**config.mk**
```make
export PLATFORM = sky130hd
export DESIGN_NAME = ambient_backlight_ramp_unit
export DESIGN_NICKNAME = d
export VERILOG_FILES = /design/src/sv/abr_pkg.sv /design/src/sv/ambient_backlight_ramp_unit.sv /design/src/sv/abr_ctrl.sv /design/src/sv/abr_dpath.sv
export SDC_FILE = /design/constraint.sdc
export NUM_CORES = 1
export LEC_CHECK = 0
export BUFFER_PORTS_ARGS = -buffer_cell sky130_fd_sc_hd__buf_2
export CORE_MARGIN = 3
export CORE_UTILIZATION = 60
export CTS_CLUSTER_SIZE = 10
export DETAILED_ROUTE_END_ITERATION = 12
export PLACE_DENSITY = 0.77
export SLEW_MARGIN = 10
export SYNTH_ARGS = -nofsm -noshare
export SYNTH_HDL_FRONTEND = slang
export SYNTH_HIERARCHICAL = 1
export SYNTH_SLANG_ARGS = --single-unit
```
**constraint.sdc**
```tcl
create_clock -name clk -period 5.7 [get_ports clk]
set_input_delay 0.57 -clock clk [delete_from_list [all_inputs] [get_ports clk]]
set_output_delay 0.57 -clock clk [all_outputs]
set_load 0.005 [all_outputs]
```
**src/sv/abr_pkg.sv**
```systemverilog
// Shared types, constants and helpers for the ambient backlight ramp unit.
`timescale 1ns / 1ps
`default_nettype none
package abr_pkg;

	localparam int ABR_SAMPLE_BITS = 10;
	localparam int THR_W    = 10;
	localparam int LVL_W    = 8;
	localparam int CNT_W    = 16;
	localparam int CFG_IDX_W = 4;
	localparam int CFG_DAT_W = 16;
	localparam int QUO_W    = 8;

	localparam logic [LVL_W-1:0] FULL_SCALE = 8'd255;

	// Register indexes of the configuration port.
	localparam logic [CFG_IDX_W-1:0] REG_NIGHT_THR     = 4'd0;
	localparam logic [CFG_IDX_W-1:0] REG_DAY_THR       = 4'd1;
	localparam logic [CFG_IDX_W-1:0] REG_NIGHT_LEVEL   = 4'd2;
	localparam logic [CFG_IDX_W-1:0] REG_DAY_LEVEL     = 4'd3;
	localparam logic [CFG_IDX_W-1:0] REG_DEFAULT_LEVEL = 4'd4;
	localparam logic [CFG_IDX_W-1:0] REG_RAMP_PERIOD   = 4'd5;
	localparam logic [CFG_IDX_W-1:0] REG_SAMPLE_PERIOD = 4'd6;
	localparam logic [CFG_IDX_W-1:0] REG_POLARITY      = 4'd7;

	// Reset values of the configuration registers.
	localparam logic [THR_W-1:0] RST_NIGHT_THR     = 10'd100;
	localparam logic [THR_W-1:0] RST_DAY_THR       = 10'd800;
	localparam logic [LVL_W-1:0] RST_NIGHT_LEVEL   = 8'd20;
	localparam logic [LVL_W-1:0] RST_DAY_LEVEL     = 8'd255;
	localparam logic [LVL_W-1:0] RST_DEFAULT_LEVEL = 8'd128;
	localparam logic [CNT_W-1:0] RST_RAMP_PERIOD   = 16'd15;
	localparam logic [CNT_W-1:0] RST_SAMPLE_PERIOD = 16'd200;
	localparam logic             RST_POLARITY      = 1'b0;

	typedef enum logic [1:0] {
		ST_IDLE,
		ST_MUL,
		ST_DIV,
		ST_FIN
	} abr_state_t;

	typedef struct packed {
		logic start;
		logic mul;
		logic div_step;
		logic finish;
	} abr_cmd_t;

	typedef struct packed {
		logic need_div;
	} abr_stat_t;

	function automatic logic [LVL_W-1:0] duty_of(input logic [LVL_W-1:0] lvl,
		input logic inverted);
		duty_of = inverted ? FULL_SCALE - lvl : lvl;
	endfunction

	function automatic logic [CNT_W-1:0] sat_inc(input logic [CNT_W-1:0] c);
		sat_inc = (c == {CNT_W{1'b1}}) ? c : c + 1'b1;
	endfunction

endpackage
`default_nettype wire

```
**src/sv/ambient_backlight_ramp_unit.sv**
```systemverilog
// Top level of the ambient backlight ramp unit: controller plus datapath.
// The result is registered in ST_FIN, entered straight from idle when the target comes
// from a threshold, or after ST_MUL and ST_DIV when the linear map runs (a multiply state,
// a restoring divider with one quotient bit per cycle, a result load state).
// Flow: in_stall holds off new requests until ST_FIN loads the result and goes idle.
// Reset: asynchronous, active low; configuration and brightness state reset at once.
`timescale 1ns / 1ps
`default_nettype none
module ambient_backlight_ramp_unit
	import abr_pkg::*;
#(
	parameter int SAMPLE_BITS = ABR_SAMPLE_BITS
) (
	input  wire logic                   clk,
	input  wire logic                   arst_n,
	input  wire logic                   cfg_valid,
	output logic                        cfg_ready,
	input  wire logic [CFG_IDX_W-1:0]   cfg_index,
	input  wire logic [CFG_DAT_W-1:0]   cfg_data,
	input  wire logic                   in_valid,
	output logic                        in_stall,
	input  wire logic                   backlight_on,
	input  wire logic [SAMPLE_BITS-1:0] light_sample,
	output logic                        out_valid,
	input  wire logic                   out_stall,
	output logic [LVL_W-1:0]            pwm_duty,
	output logic                        pwm_update,
	output logic [LVL_W-1:0]            current_level,
	output logic [LVL_W-1:0]            target_level,
	output logic                        sample_taken
);

	abr_cmd_t  cmd;
	abr_stat_t stat;

	assign cfg_ready = 1'b1;

	abr_ctrl u_ctrl (
		.clk       (clk),
		.arst_n    (arst_n),
		.in_valid  (in_valid),
		.in_stall  (in_stall),
		.out_valid (out_valid),
		.out_stall (out_stall),
		.stat      (stat),
		.cmd       (cmd)
	);

	abr_dpath #(
		.SAMPLE_BITS (SAMPLE_BITS)
	) u_dpath (
		.clk           (clk),
		.arst_n        (arst_n),
		.cfg_we        (cfg_valid && cfg_ready),
		.cfg_index     (cfg_index),
		.cfg_data      (cfg_data),
		.backlight_on  (backlight_on),
		.light_sample  (light_sample),
		.cmd           (cmd),
		.stat          (stat),
		.pwm_duty      (pwm_duty),
		.pwm_update    (pwm_update),
		.current_level (current_level),
		.target_level  (target_level),
		.sample_taken  (sample_taken)
	);

endmodule
`default_nettype wire

```
**src/sv/abr_ctrl.sv**
```systemverilog
// Sequencing controller: accepts a tick, runs the map division when needed, loads the result.
`timescale 1ns / 1ps
`default_nettype none
module abr_ctrl
	import abr_pkg::*;
(
	input  wire logic      clk,
	input  wire logic      arst_n,
	input  wire logic      in_valid,
	output logic           in_stall,
	output logic           out_valid,
	input  wire logic      out_stall,
	input  wire abr_stat_t stat,
	output abr_cmd_t       cmd
);

	abr_state_t state_q, state_nxt;
	logic [2:0] iter_q;
	logic       out_valid_q;
	logic       out_free;
	logic       accept;

	assign in_stall  = (state_q != ST_IDLE);
	assign out_valid = out_valid_q;
	assign accept    = in_valid && (state_q == ST_IDLE);
	// The output register can take a new result if empty or being drained now.
	assign out_free  = !out_valid_q || !out_stall;

	always_comb begin
		state_nxt = state_q;
		case (state_q)
			ST_IDLE: begin
				if (accept) begin
					state_nxt = stat.need_div ? ST_MUL : ST_FIN;
				end
			end
			ST_MUL: state_nxt = ST_DIV;
			ST_DIV: begin
				if (iter_q == 3'd7) begin
					state_nxt = ST_FIN;
				end
			end
			ST_FIN: begin
				if (out_free) begin
					state_nxt = ST_IDLE;
				end
			end
			default: state_nxt = ST_IDLE;
		endcase
	end

	always_comb begin
		cmd = '0;
		case (state_q)
			ST_IDLE: cmd.start    = accept;
			ST_MUL:  cmd.mul      = 1'b1;
			ST_DIV:  cmd.div_step = 1'b1;
			ST_FIN:  cmd.finish   = out_free;
			default: cmd = '0;
		endcase
	end

	always_ff @(posedge clk or negedge arst_n) begin
		if (!arst_n) begin
			state_q     <= ST_IDLE;
			iter_q      <= '0;
			out_valid_q <= 1'b0;
		end else begin
			state_q <= state_nxt;
			if (state_q == ST_DIV) begin
				iter_q <= iter_q + 3'd1;
			end else begin
				iter_q <= '0;
			end
			if (cmd.finish) begin
				out_valid_q <= 1'b1;
			end else if (!out_stall) begin
				out_valid_q <= 1'b0;
			end
		end
	end

endmodule
`default_nettype wire

```
**src/sv/abr_dpath.sv**
```systemverilog
// Datapath: configuration registers, brightness state, target map with serial divider, result register.
`timescale 1ns / 1ps
`default_nettype none
module abr_dpath
	import abr_pkg::*;
#(
	parameter int SAMPLE_BITS = ABR_SAMPLE_BITS
) (
	input  wire logic                   clk,
	input  wire logic                   arst_n,
	input  wire logic                   cfg_we,
	input  wire logic [CFG_IDX_W-1:0]   cfg_index,
	input  wire logic [CFG_DAT_W-1:0]   cfg_data,
	input  wire logic                   backlight_on,
	input  wire logic [SAMPLE_BITS-1:0] light_sample,
	input  wire abr_cmd_t               cmd,
	output abr_stat_t                   stat,
	output logic [LVL_W-1:0]            pwm_duty,
	output logic                        pwm_update,
	output logic [LVL_W-1:0]            current_level,
	output logic [LVL_W-1:0]            target_level,
	output logic                        sample_taken
);

	localparam int RW = SAMPLE_BITS + QUO_W;

	// Configuration registers.
	logic [THR_W-1:0] night_thr_q, day_thr_q;
	logic [LVL_W-1:0] night_lvl_q, day_lvl_q;
	logic [CNT_W-1:0] ramp_period_q, sample_period_q;
	logic             polarity_q;

	// Brightness state.
	logic [LVL_W-1:0] level_now_q, level_goal_q, duty_held_q;
	logic [CNT_W-1:0] ramp_elapsed_q, sample_elapsed_q;
	logic             stepped_q, sampled_q, map_q;

	// Map operands and divider.
	logic [SAMPLE_BITS-1:0] dx_q, span_q;
	logic [QUO_W-1:0]       mag_q, quo_q;
	logic                   neg_q;
	logic [RW-1:0]          rem_q, dvs_q;

	logic [THR_W+SAMPLE_BITS-1:0] night_ext, day_ext;
	logic [SAMPLE_BITS-1:0]       thr_n, thr_d;
	logic                         below, above, thr_eq;
	logic [CNT_W-1:0]             ramp_inc, sample_inc;
	logic                         do_step, do_sample;
	logic [LVL_W-1:0]             level_step;
	logic [LVL_W-1:0]             goal_direct, goal_final;
	logic                         rem_ge;

	// Thresholds are cut or widened to the sample width.
	assign night_ext = {{SAMPLE_BITS{1'b0}}, night_thr_q};
	assign day_ext   = {{SAMPLE_BITS{1'b0}}, day_thr_q};
	assign thr_n     = night_ext[SAMPLE_BITS-1:0];
	assign thr_d     = day_ext[SAMPLE_BITS-1:0];

	assign below  = light_sample < thr_n;
	assign above  = light_sample > thr_d;
	assign thr_eq = thr_n == thr_d;

	assign ramp_inc   = sat_inc(ramp_elapsed_q);
	assign sample_inc = sat_inc(sample_elapsed_q);
	assign do_step    = backlight_on && (level_goal_q != level_now_q)
		&& (ramp_inc > ramp_period_q);
	assign do_sample  = backlight_on && (sample_inc > sample_period_q);
	assign level_step = (level_goal_q > level_now_q) ? level_now_q + 8'd1
		: level_now_q - 8'd1;

	assign goal_direct   = (!below && above) ? day_lvl_q : night_lvl_q;
	assign stat.need_div = do_sample && !below && !above && !thr_eq;

	assign rem_ge     = rem_q >= dvs_q;
	assign goal_final = map_q ? (neg_q ? night_lvl_q - quo_q : night_lvl_q + quo_q)
		: level_goal_q;

	always_ff @(posedge clk or negedge arst_n) begin
		if (!arst_n) begin
			night_thr_q     <= RST_NIGHT_THR;
			day_thr_q       <= RST_DAY_THR;
			night_lvl_q     <= RST_NIGHT_LEVEL;
			day_lvl_q       <= RST_DAY_LEVEL;
			ramp_period_q   <= RST_RAMP_PERIOD;
			sample_period_q <= RST_SAMPLE_PERIOD;
			polarity_q      <= RST_POLARITY;
		end else if (cfg_we) begin
			case (cfg_index)
				REG_NIGHT_THR:     night_thr_q     <= cfg_data[THR_W-1:0];
				REG_DAY_THR:       day_thr_q       <= cfg_data[THR_W-1:0];
				REG_NIGHT_LEVEL:   night_lvl_q     <= cfg_data[LVL_W-1:0];
				REG_DAY_LEVEL:     day_lvl_q       <= cfg_data[LVL_W-1:0];
				// The reset level is fixed; a write here never reaches the state.
				REG_DEFAULT_LEVEL: ;
				REG_RAMP_PERIOD:   ramp_period_q   <= cfg_data[CNT_W-1:0];
				REG_SAMPLE_PERIOD: sample_period_q <= cfg_data[CNT_W-1:0];
				REG_POLARITY:      polarity_q      <= cfg_data[0];
				default: ;
			endcase
		end
	end

	always_ff @(posedge clk or negedge arst_n) begin
		if (!arst_n) begin
			level_now_q      <= RST_DEFAULT_LEVEL;
			level_goal_q     <= RST_DEFAULT_LEVEL;
			duty_held_q      <= duty_of(RST_DEFAULT_LEVEL, RST_POLARITY);
			ramp_elapsed_q   <= '0;
			sample_elapsed_q <= '0;
			stepped_q        <= 1'b0;
			sampled_q        <= 1'b0;
			map_q            <= 1'b0;
		end else begin
			if (cmd.start) begin
				ramp_elapsed_q   <= do_step ? '0 : ramp_inc;
				sample_elapsed_q <= do_sample ? '0 : sample_inc;
				stepped_q        <= do_step;
				sampled_q        <= do_sample;
				map_q            <= stat.need_div;
				if (do_step) begin
					level_now_q <= level_step;
					duty_held_q <= duty_of(level_step, polarity_q);
				end
				// The step above uses the old target; the new one lands afterward.
				if (do_sample && !stat.need_div) begin
					level_goal_q <= goal_direct;
				end
			end
			if (cmd.finish) begin
				level_goal_q <= goal_final;
			end
		end
	end

	// Linear map: (x - n) * |day - night| / (d - n), one quotient bit a cycle.
	always_ff @(posedge clk) begin
		if (cmd.start) begin
			dx_q   <= light_sample - thr_n;
			span_q <= thr_d - thr_n;
			neg_q  <= day_lvl_q < night_lvl_q;
			mag_q  <= (day_lvl_q < night_lvl_q) ? night_lvl_q - day_lvl_q
				: day_lvl_q - night_lvl_q;
		end
		if (cmd.mul) begin
			rem_q <= RW'(dx_q) * RW'(mag_q);
			dvs_q <= RW'(span_q) << (QUO_W - 1);
			quo_q <= '0;
		end
		if (cmd.div_step) begin
			if (rem_ge) begin
				rem_q <= rem_q - dvs_q;
			end
			dvs_q <= dvs_q >> 1;
			quo_q <= {quo_q[QUO_W-2:0], rem_ge};
		end
		if (cmd.finish) begin
			pwm_duty      <= duty_held_q;
			pwm_update    <= stepped_q;
			current_level <= level_now_q;
			target_level  <= goal_final;
			sample_taken  <= sampled_q;
		end
	end

endmodule
`default_nettype wire

```
==> flow_metrics.tcl, run 1 <==
set metrics [dict create \
    status "finished, final reports clean" \
    ir_worst_vdd_v 0.000533 \
    r2r_setup_slack_ns 0.59 \
    yosys.area.top_type "dfrtp_1" \
    synthToLayoutAreaGrowth_pct 9.45 \
    die_y_um 171 \
    required_ns 6.12 \
    grt_pass1_wl_mm 58.9 \
    fp-row-count 59 \
    portBuffers 63 \
    leakagePower_uw 0.00834 \
    ys_seq_area_share_pct 37.4 \
    p_per_area_nw_per_um2 628 \
    rr_startpoint "u_dpath/mag_q[7]" \
    critPathArrivalTime_ns 5.53 \
    fmax_ghz 0.196 \
    cts_setup_buffers 0 \
    tns_ns 0 \
    syn_area_um2 16400 \
    slew_viol_final 0 \
    cp_max_fo 10 \
    finalWirelength_mm 35.6 \
    yosys-top-cells-area "dfrtp_1, edfxtp_1, ha_1, fa_1, inv_1" \
    grt_max_degree 69 \
    hold_path.class "input port to async pin" \
    avgSynthCellArea_um2 9.92 \
    dp_hpwl_mm 26.8 \
    multiInputGateArea_um2 9390 \
    placed_area_um2 17100 \
    overflow 0 \
    synth_edf_count 80 \
    drc 0 \
    crit_chain "and2_1, fa_1, fa_1, fa_1, inv_1, fa_1, inv_1, ha_1, or3_1, o41ai_1, o31ai_1, o41ai_2, xnor2_1, a221o_1" \
    gp_congestion 0.949 \
    setup_viol 0 \
    numCtsBuffers 28 \
    critPathMaxStageDelay_ns 0.55 \
    path_class "flop to flop" \
    post-route-period-util_pct 89.6 \
    nFillCells 2053 \
    cp_top_family "adder cells" \
    grt_pass1_vias 12000 \
    vias 11900 \
    worst_slew_pin_slew_ns 0.953 \
    io_pins 65 \
    core_area_um2 26500 \
    ant_nets 0 \
    htreeDepth 1 \
    nets 1974 \
    clock_latency_ns 0.55 \
    ys.warnings.count 6 \
    slowest_stage "fa_1" \
    fin_area_um2 18000 \
    worstReg2RegEnd "u_dpath/rem_q[16]" \
    synth_simple_gate_area_share_pct 14.9 \
    skew_ns 0.0172 \
    antenna_found_initial 0 \
    synth_seq_cells 232 \
    synth_compound_area_share_pct 11.7 \
    drv_cap 0 \
    synth_flop_cell "dfrtp_1" \
    synth_xor_xnor_area_share_pct 4.91 \
    cts_resized 0 \
    muxShareOfSynthArea_pct 6.44 \
    hold_buffers 0 \
    worstRegToRegCells 14 \
    top_usage_layer "met2" \
    synth_cell_types 77 \
    hold_violations 0 \
    drt-initial-drc-count 666 \
    start_util_pct 62.0 \
    slew-limit-headroom_pct 36.2 \
    track_usage_pct 24.7 \
    fin_crit_ns 5.11 \
    synth_fp_nets 1908 \
    cts_tree "yes" \
    cts.sinks 232 \
    async_flop_share_pct 57.8 \
    die-area_um2 29400 \
    path_common_cell "fa_1" \
    die_x_um 171 \
    path_clk_slew_ns 0.06 \
    synth_top_family_by_area "adder cells" \
    met2_usage_pct 40.4 \
    path_buf_inv 2 \
    first_pass_iters 4 \
    antenna_cells 0 \
    synthAdderAreaFrac_pct 19.0 \
    startpoint_type "flop" \
    cts_root_buf "clkbuf_16" \
    synth_top_area_share_pct 16.5 \
    worst_setup_path_end_kind "flop" \
    rsz0062_at_grt "false" \
    detail_route.vias_per_cell 5.74 \
    ff_latch_area_um2 6150 \
    synthCells 1655 \
    grtUsageMet3_pct 3.29 \
    clock_path_buffers 3 \
    routedWlPerCell_um 17.1 \
    use_met1_pct 33.7 \
    drive_above_1_share_pct 13.0 \
]
==> area by class of cell <==
type	instances	area share (%)
Timing Repair Buffer	76	2.33
Sequential cell	232	34.2
Clock inverter	2	0.118
Tap cell	335	2.33
Inverter	199	4.16
Multi-Input combinational cell	1184	52.2
Clock buffer	50	4.64
==> where the power goes <==
group,total [µW],internal [µW],switching [µW]
logic,6740,2980,3770
clock network,1660,981,677
registers,2890,2460,422
==> registers in the layout, indices dropped and copies added, names as in the netlist, 16 cells and up <==
| name | count |
|---|---|
| u_dpath/rem_q | 18 |
| u_dpath/dvs_q | 17 |
| u_dpath/ramp_elapsed_q | 16 |
| u_dpath/ramp_period_q | 16 |
| u_dpath/sample_elapsed_q | 16 |
| u_dpath/sample_period_q | 16 |
==> cells by family (layout without fill, tap and decap cells) <==
kind of cell	Yosys count	after routing
AOI/OAI and AO/OA	303	303
xor gates and xnor gates	92	92
adders and majority gates	217	217
buffers and inverters	239	327
DFF	232	232
muxes	98	98
other	1	1
and+or+nand+nor	473	473
==> worst max path at each step <==
stage,start,end,cells after the start
6_report,u_dpath/mag_q[7],u_dpath/rem_q[16],14
5_1_grt,u_dpath/mag_q[7],u_dpath/rem_q[16],14
4_1_cts,u_dpath/mag_q[7],u_dpath/rem_q[16],14
3_5_place_dp,u_dpath/mag_q[7],u_dpath/rem_q[16],14
3_3_place_gp,u_dpath/mag_q[7],u_dpath/rem_q[16],14
2_1_floorplan,u_dpath/mag_q[7],u_dpath/rem_q[16],14
==> routing by layer <==
| metal | vias up | wire [µm] |
|---|---|---|
| met5 | - | 0 |
| met4 | 0 | 1500 |
| met3 | 82 | 1410 |
| met2 | 255 | 16500 |
| met1 | 5752 | 16200 |
| li1 | 5842 | - |
==> synthesized netlist by cell type (10+ instances only) <==
master and n:
a21o_1 34, a21oi_1 65, and2_1 88, and3_1 10
clkbuf_1 29, dfrtp_1 108, dfstp_2 26, dfxtp_1 18
edfxtp_1 80, fa_1 55, ha_1 162, inv_1 196
mux2_2 61, mux2i_1 37, nand2_1 125, nand3_1 41
nand4_1 20, nor2_1 81, nor2b_1 27, nor3_1 26
o21a_1 19, o21ai_0 106, xnor2_1 68, xor2_1 24
==> cell usage in the layout (no fill, tap or decap), types with 7 or more instances in the layout <==
master,n
inv_1,196
ha_1,162
nand2_1,125
dfrtp_1,108
o21ai_0,105
and2_1,87
nor2_1,81
edfxtp_1,80
xnor2_1,68
a21oi_1,65
buf_2,62
mux2_2,61
fa_1,55
nand3_1,41
mux2i_1,37
a21o_1,34
clkbuf_16,29
nor2b_1,27
nor3_1,26
dfstp_2,26
xor2_1,24
nand4_1,20
o21a_1,19
clkbuf_1,18
dfxtp_1,18
buf_4,13
and3_1,10
a22o_1,8
o2bb2ai_1,8
or3_1,7
or2_2,7
nor4_1,7
==> stage by stage <==
stage / utilization [%] / power, µW / setup slack [ns] / hold slack, ns / instances
2_1_floorplan: - / 8050 / 1.06 / 0.274 / 1655
3_3_place_gp: 64.6 / 9420 / 0.717 / 0.420 / 2026
3_5_place_dp: 64.6 / 9610 / 0.597 / 0.430 / 2026
4_1_cts: 67.8 / 11400 / 0.572 / 0.0104 / 2078
5_1_grt: 67.8 / 12400 / 0.283 / 0.0240 / 2078
6_report: 67.8 / 11300 / 0.592 / 0.00192 / 2078
==> worst reg2reg max path, stage by stage, from the launching register on <==
cell	delay [ns]
edfxtp_1	0.51
and2_1	0.21
fa_1	0.51
fa_1	0.53
fa_1	0.55
inv_1	0.05
fa_1	0.53
inv_1	0.04
ha_1	0.21
or3_1	0.43
o41ai_1	0.49
o31ai_1	0.22
o41ai_2	0.29
xnor2_1	0.12
a221o_1	0.30
Note: power is estimated with default switching activity, not from simulation.
==> run 2, diff against run 1 <==
==> constraint.sdc (replaced) <==
create_clock -name clk -period 5.93 [get_ports clk]
set_input_delay 0.593 -clock clk [delete_from_list [all_inputs] [get_ports clk]]
set_output_delay 0.593 -clock clk [all_outputs]
set_load 0.005 [all_outputs]
==> run 2 against run 1 <==
Against the previous run: clock-buffer cell count is 3 lower; critical path type unchanged; register-to-register slack better by 0.31 ns; combinational power is 3.7% lower; non-clock buffer count is 1 lower; cell area hardly changed; clock skew is 0.0022 ns lower; core utilization hardly changed; via count is 0.92% higher; sequential cell count stayed put; worst setup slack better by 0.31 ns; total power is 3.8% lower.
==> flow_metrics.tcl, run 2 (same netlist as run 1, synthesis figures left out) <==
set metrics [dict create \
    status "finished, final reports clean" \
    path_common_cell "fa_1" \
    io_pins 65 \
    dp_hpwl_mm 27.1 \
    grt_pass1_vias 12400 \
    critPathMaxStageDelay_ns 0.54 \
    grt_max_degree 73 \
    placed_area_um2 17100 \
    hold_path.class "input port to async pin" \
    fin_crit_ns 5.03 \
    ff_latch_area_um2 6150 \
    hold_buffers 0 \
    cts.sinks 232 \
    cts_root_buf "clkbuf_16" \
    nFillCells 2077 \
    antenna_found_initial 0 \
    worstRegToRegCells 14 \
    fp-row-count 59 \
    fin_area_um2 18000 \
    start_util_pct 62.0 \
    portBuffers 63 \
    dp.cells 2025 \
    core_area_um2 26500 \
    finalWirelength_mm 36.3 \
    vias 12000 \
    hold_violations 0 \
    nets 1974 \
    rsz0062_at_grt "false" \
    drv_cap 0 \
    grt_pass1_wl_mm 60.6 \
    detail_route.vias_per_cell 5.79 \
    cts_resized 0 \
    die_y_um 171 \
    clock_path_buffers 3 \
    path_depth 14 \
    final_common_cell "inv_1" \
    drive_above_1_share_pct 13.2 \
    die-area_um2 29400 \
    drt-initial-drc-count 739 \
    path_clk_slew_ns 0.05 \
    fmax_ghz 0.199 \
    gp_congestion 0.893 \
    slew_viol_final 0 \
    critPathArrivalTime_ns 5.45 \
    path_buf_inv 2 \
    clock_latency_ns 0.54 \
    cts_setup_buffers 0 \
    leakagePower_uw 0.00834 \
    tns_ns 0 \
    ir_worst_vdd_v 0.000510 \
    antenna_cells 0 \
    final_util_pct 67.8 \
    synthToLayoutAreaGrowth_pct 9.39 \
    htreeDepth 1 \
    drc 0 \
    top_register "u_dpath/rem_q" \
    holdWs_ns 0.0401 \
    worst_setup_path_end_kind "flop" \
    cts_tree "yes" \
    ant_nets 0 \
    multiInputGateArea_um2 9390 \
    numCtsBuffers 29 \
    p_per_area_nw_per_um2 604 \
    post-route-period-util_pct 84.8 \
    die_x_um 171 \
    required_ns 6.35 \
    largest_register_ff_count 18 \
    setup_viol 0 \
    routedWlPerCell_um 17.4 \
    worst_slew_pin_slew_ns 0.810 \
    final_cells 2079 \
    path_class "flop to flop" \
    startpoint_type "flop" \
    final_cell_mix "inv_1, ha_1, nand2_1" \
    cp_top_family "adder cells" \
    slowest_stage "edfxtp_1" \
    top_regs "u_dpath/rem_q (18), u_dpath/dvs_q (17)" \
    crit_chain "and2_1, fa_1, fa_1, fa_1, inv_1, fa_1, inv_1, ha_1, or3_1, o41ai_1, o31ai_1, o41ai_2, xnor2_1, a221o_1" \
    skew_ns 0.0151 \
    cp_max_fo 10 \
    track_usage_pct 25.4 \
    overflow 0 \
    first_pass_iters 5 \
    slew-limit-headroom_pct 46.0 \
]
-- run 2: power breakdown --
group	total (µW)	leakage (µW)	switching, µW	internal (µW)
combinational	6490	0.00537	3620	2860
clock	1600	0.000415	664	932
sequential	2770	0.00256	407	2370
total	10900	0.00834	4690	6160
-- run 2: per-layer routing --
layer	vias to the layer above	track usage, %	routed length (µm)
met2	287	42.3	17100
met1	5838	34.0	16100
met5	-	0	0
met3	84	3.91	1670
li1	5832	-	-
met4	0	9.17	1380
-- run 2: cell type report --
type,count,area share (%)
Inverter,199,4.16
Sequential cell,232,34.2
Clock buffer,47,4.53
Clock inverter,7,0.230
Timing Repair Buffer,75,2.29
Tap cell,335,2.33
Multi-Input combinational cell,1184,52.2
-- run 2: stage by stage --
stage	setup slack (ns)	power (µW)
after detailed placement	0.937	9250
after floorplan	1.29	7740
after global placement	0.929	9050
after CTS	0.905	10900
final	0.904	10900
after global routing	0.604	11900
-- run 2: worst paths after layout --
kind / start / end / slack [ns]
worst max-delay path: u_dpath/mag_q[5] / u_dpath/rem_q[16] / 0.90
worst min-delay path: arst_n / u_dpath/sample_period_q[14] / 0.04
worst max register to register: u_dpath/mag_q[5] / u_dpath/rem_q[16] / 0.90
worst min register to register: u_dpath/duty_held_q[6] / u_dpath/pwm_duty[6] / 0.45
max in group asynchronous: arst_n / u_ctrl/out_valid / 4.62
min in group clk: cfg_data[12] / u_dpath/ramp_period_q[12] / 0.27
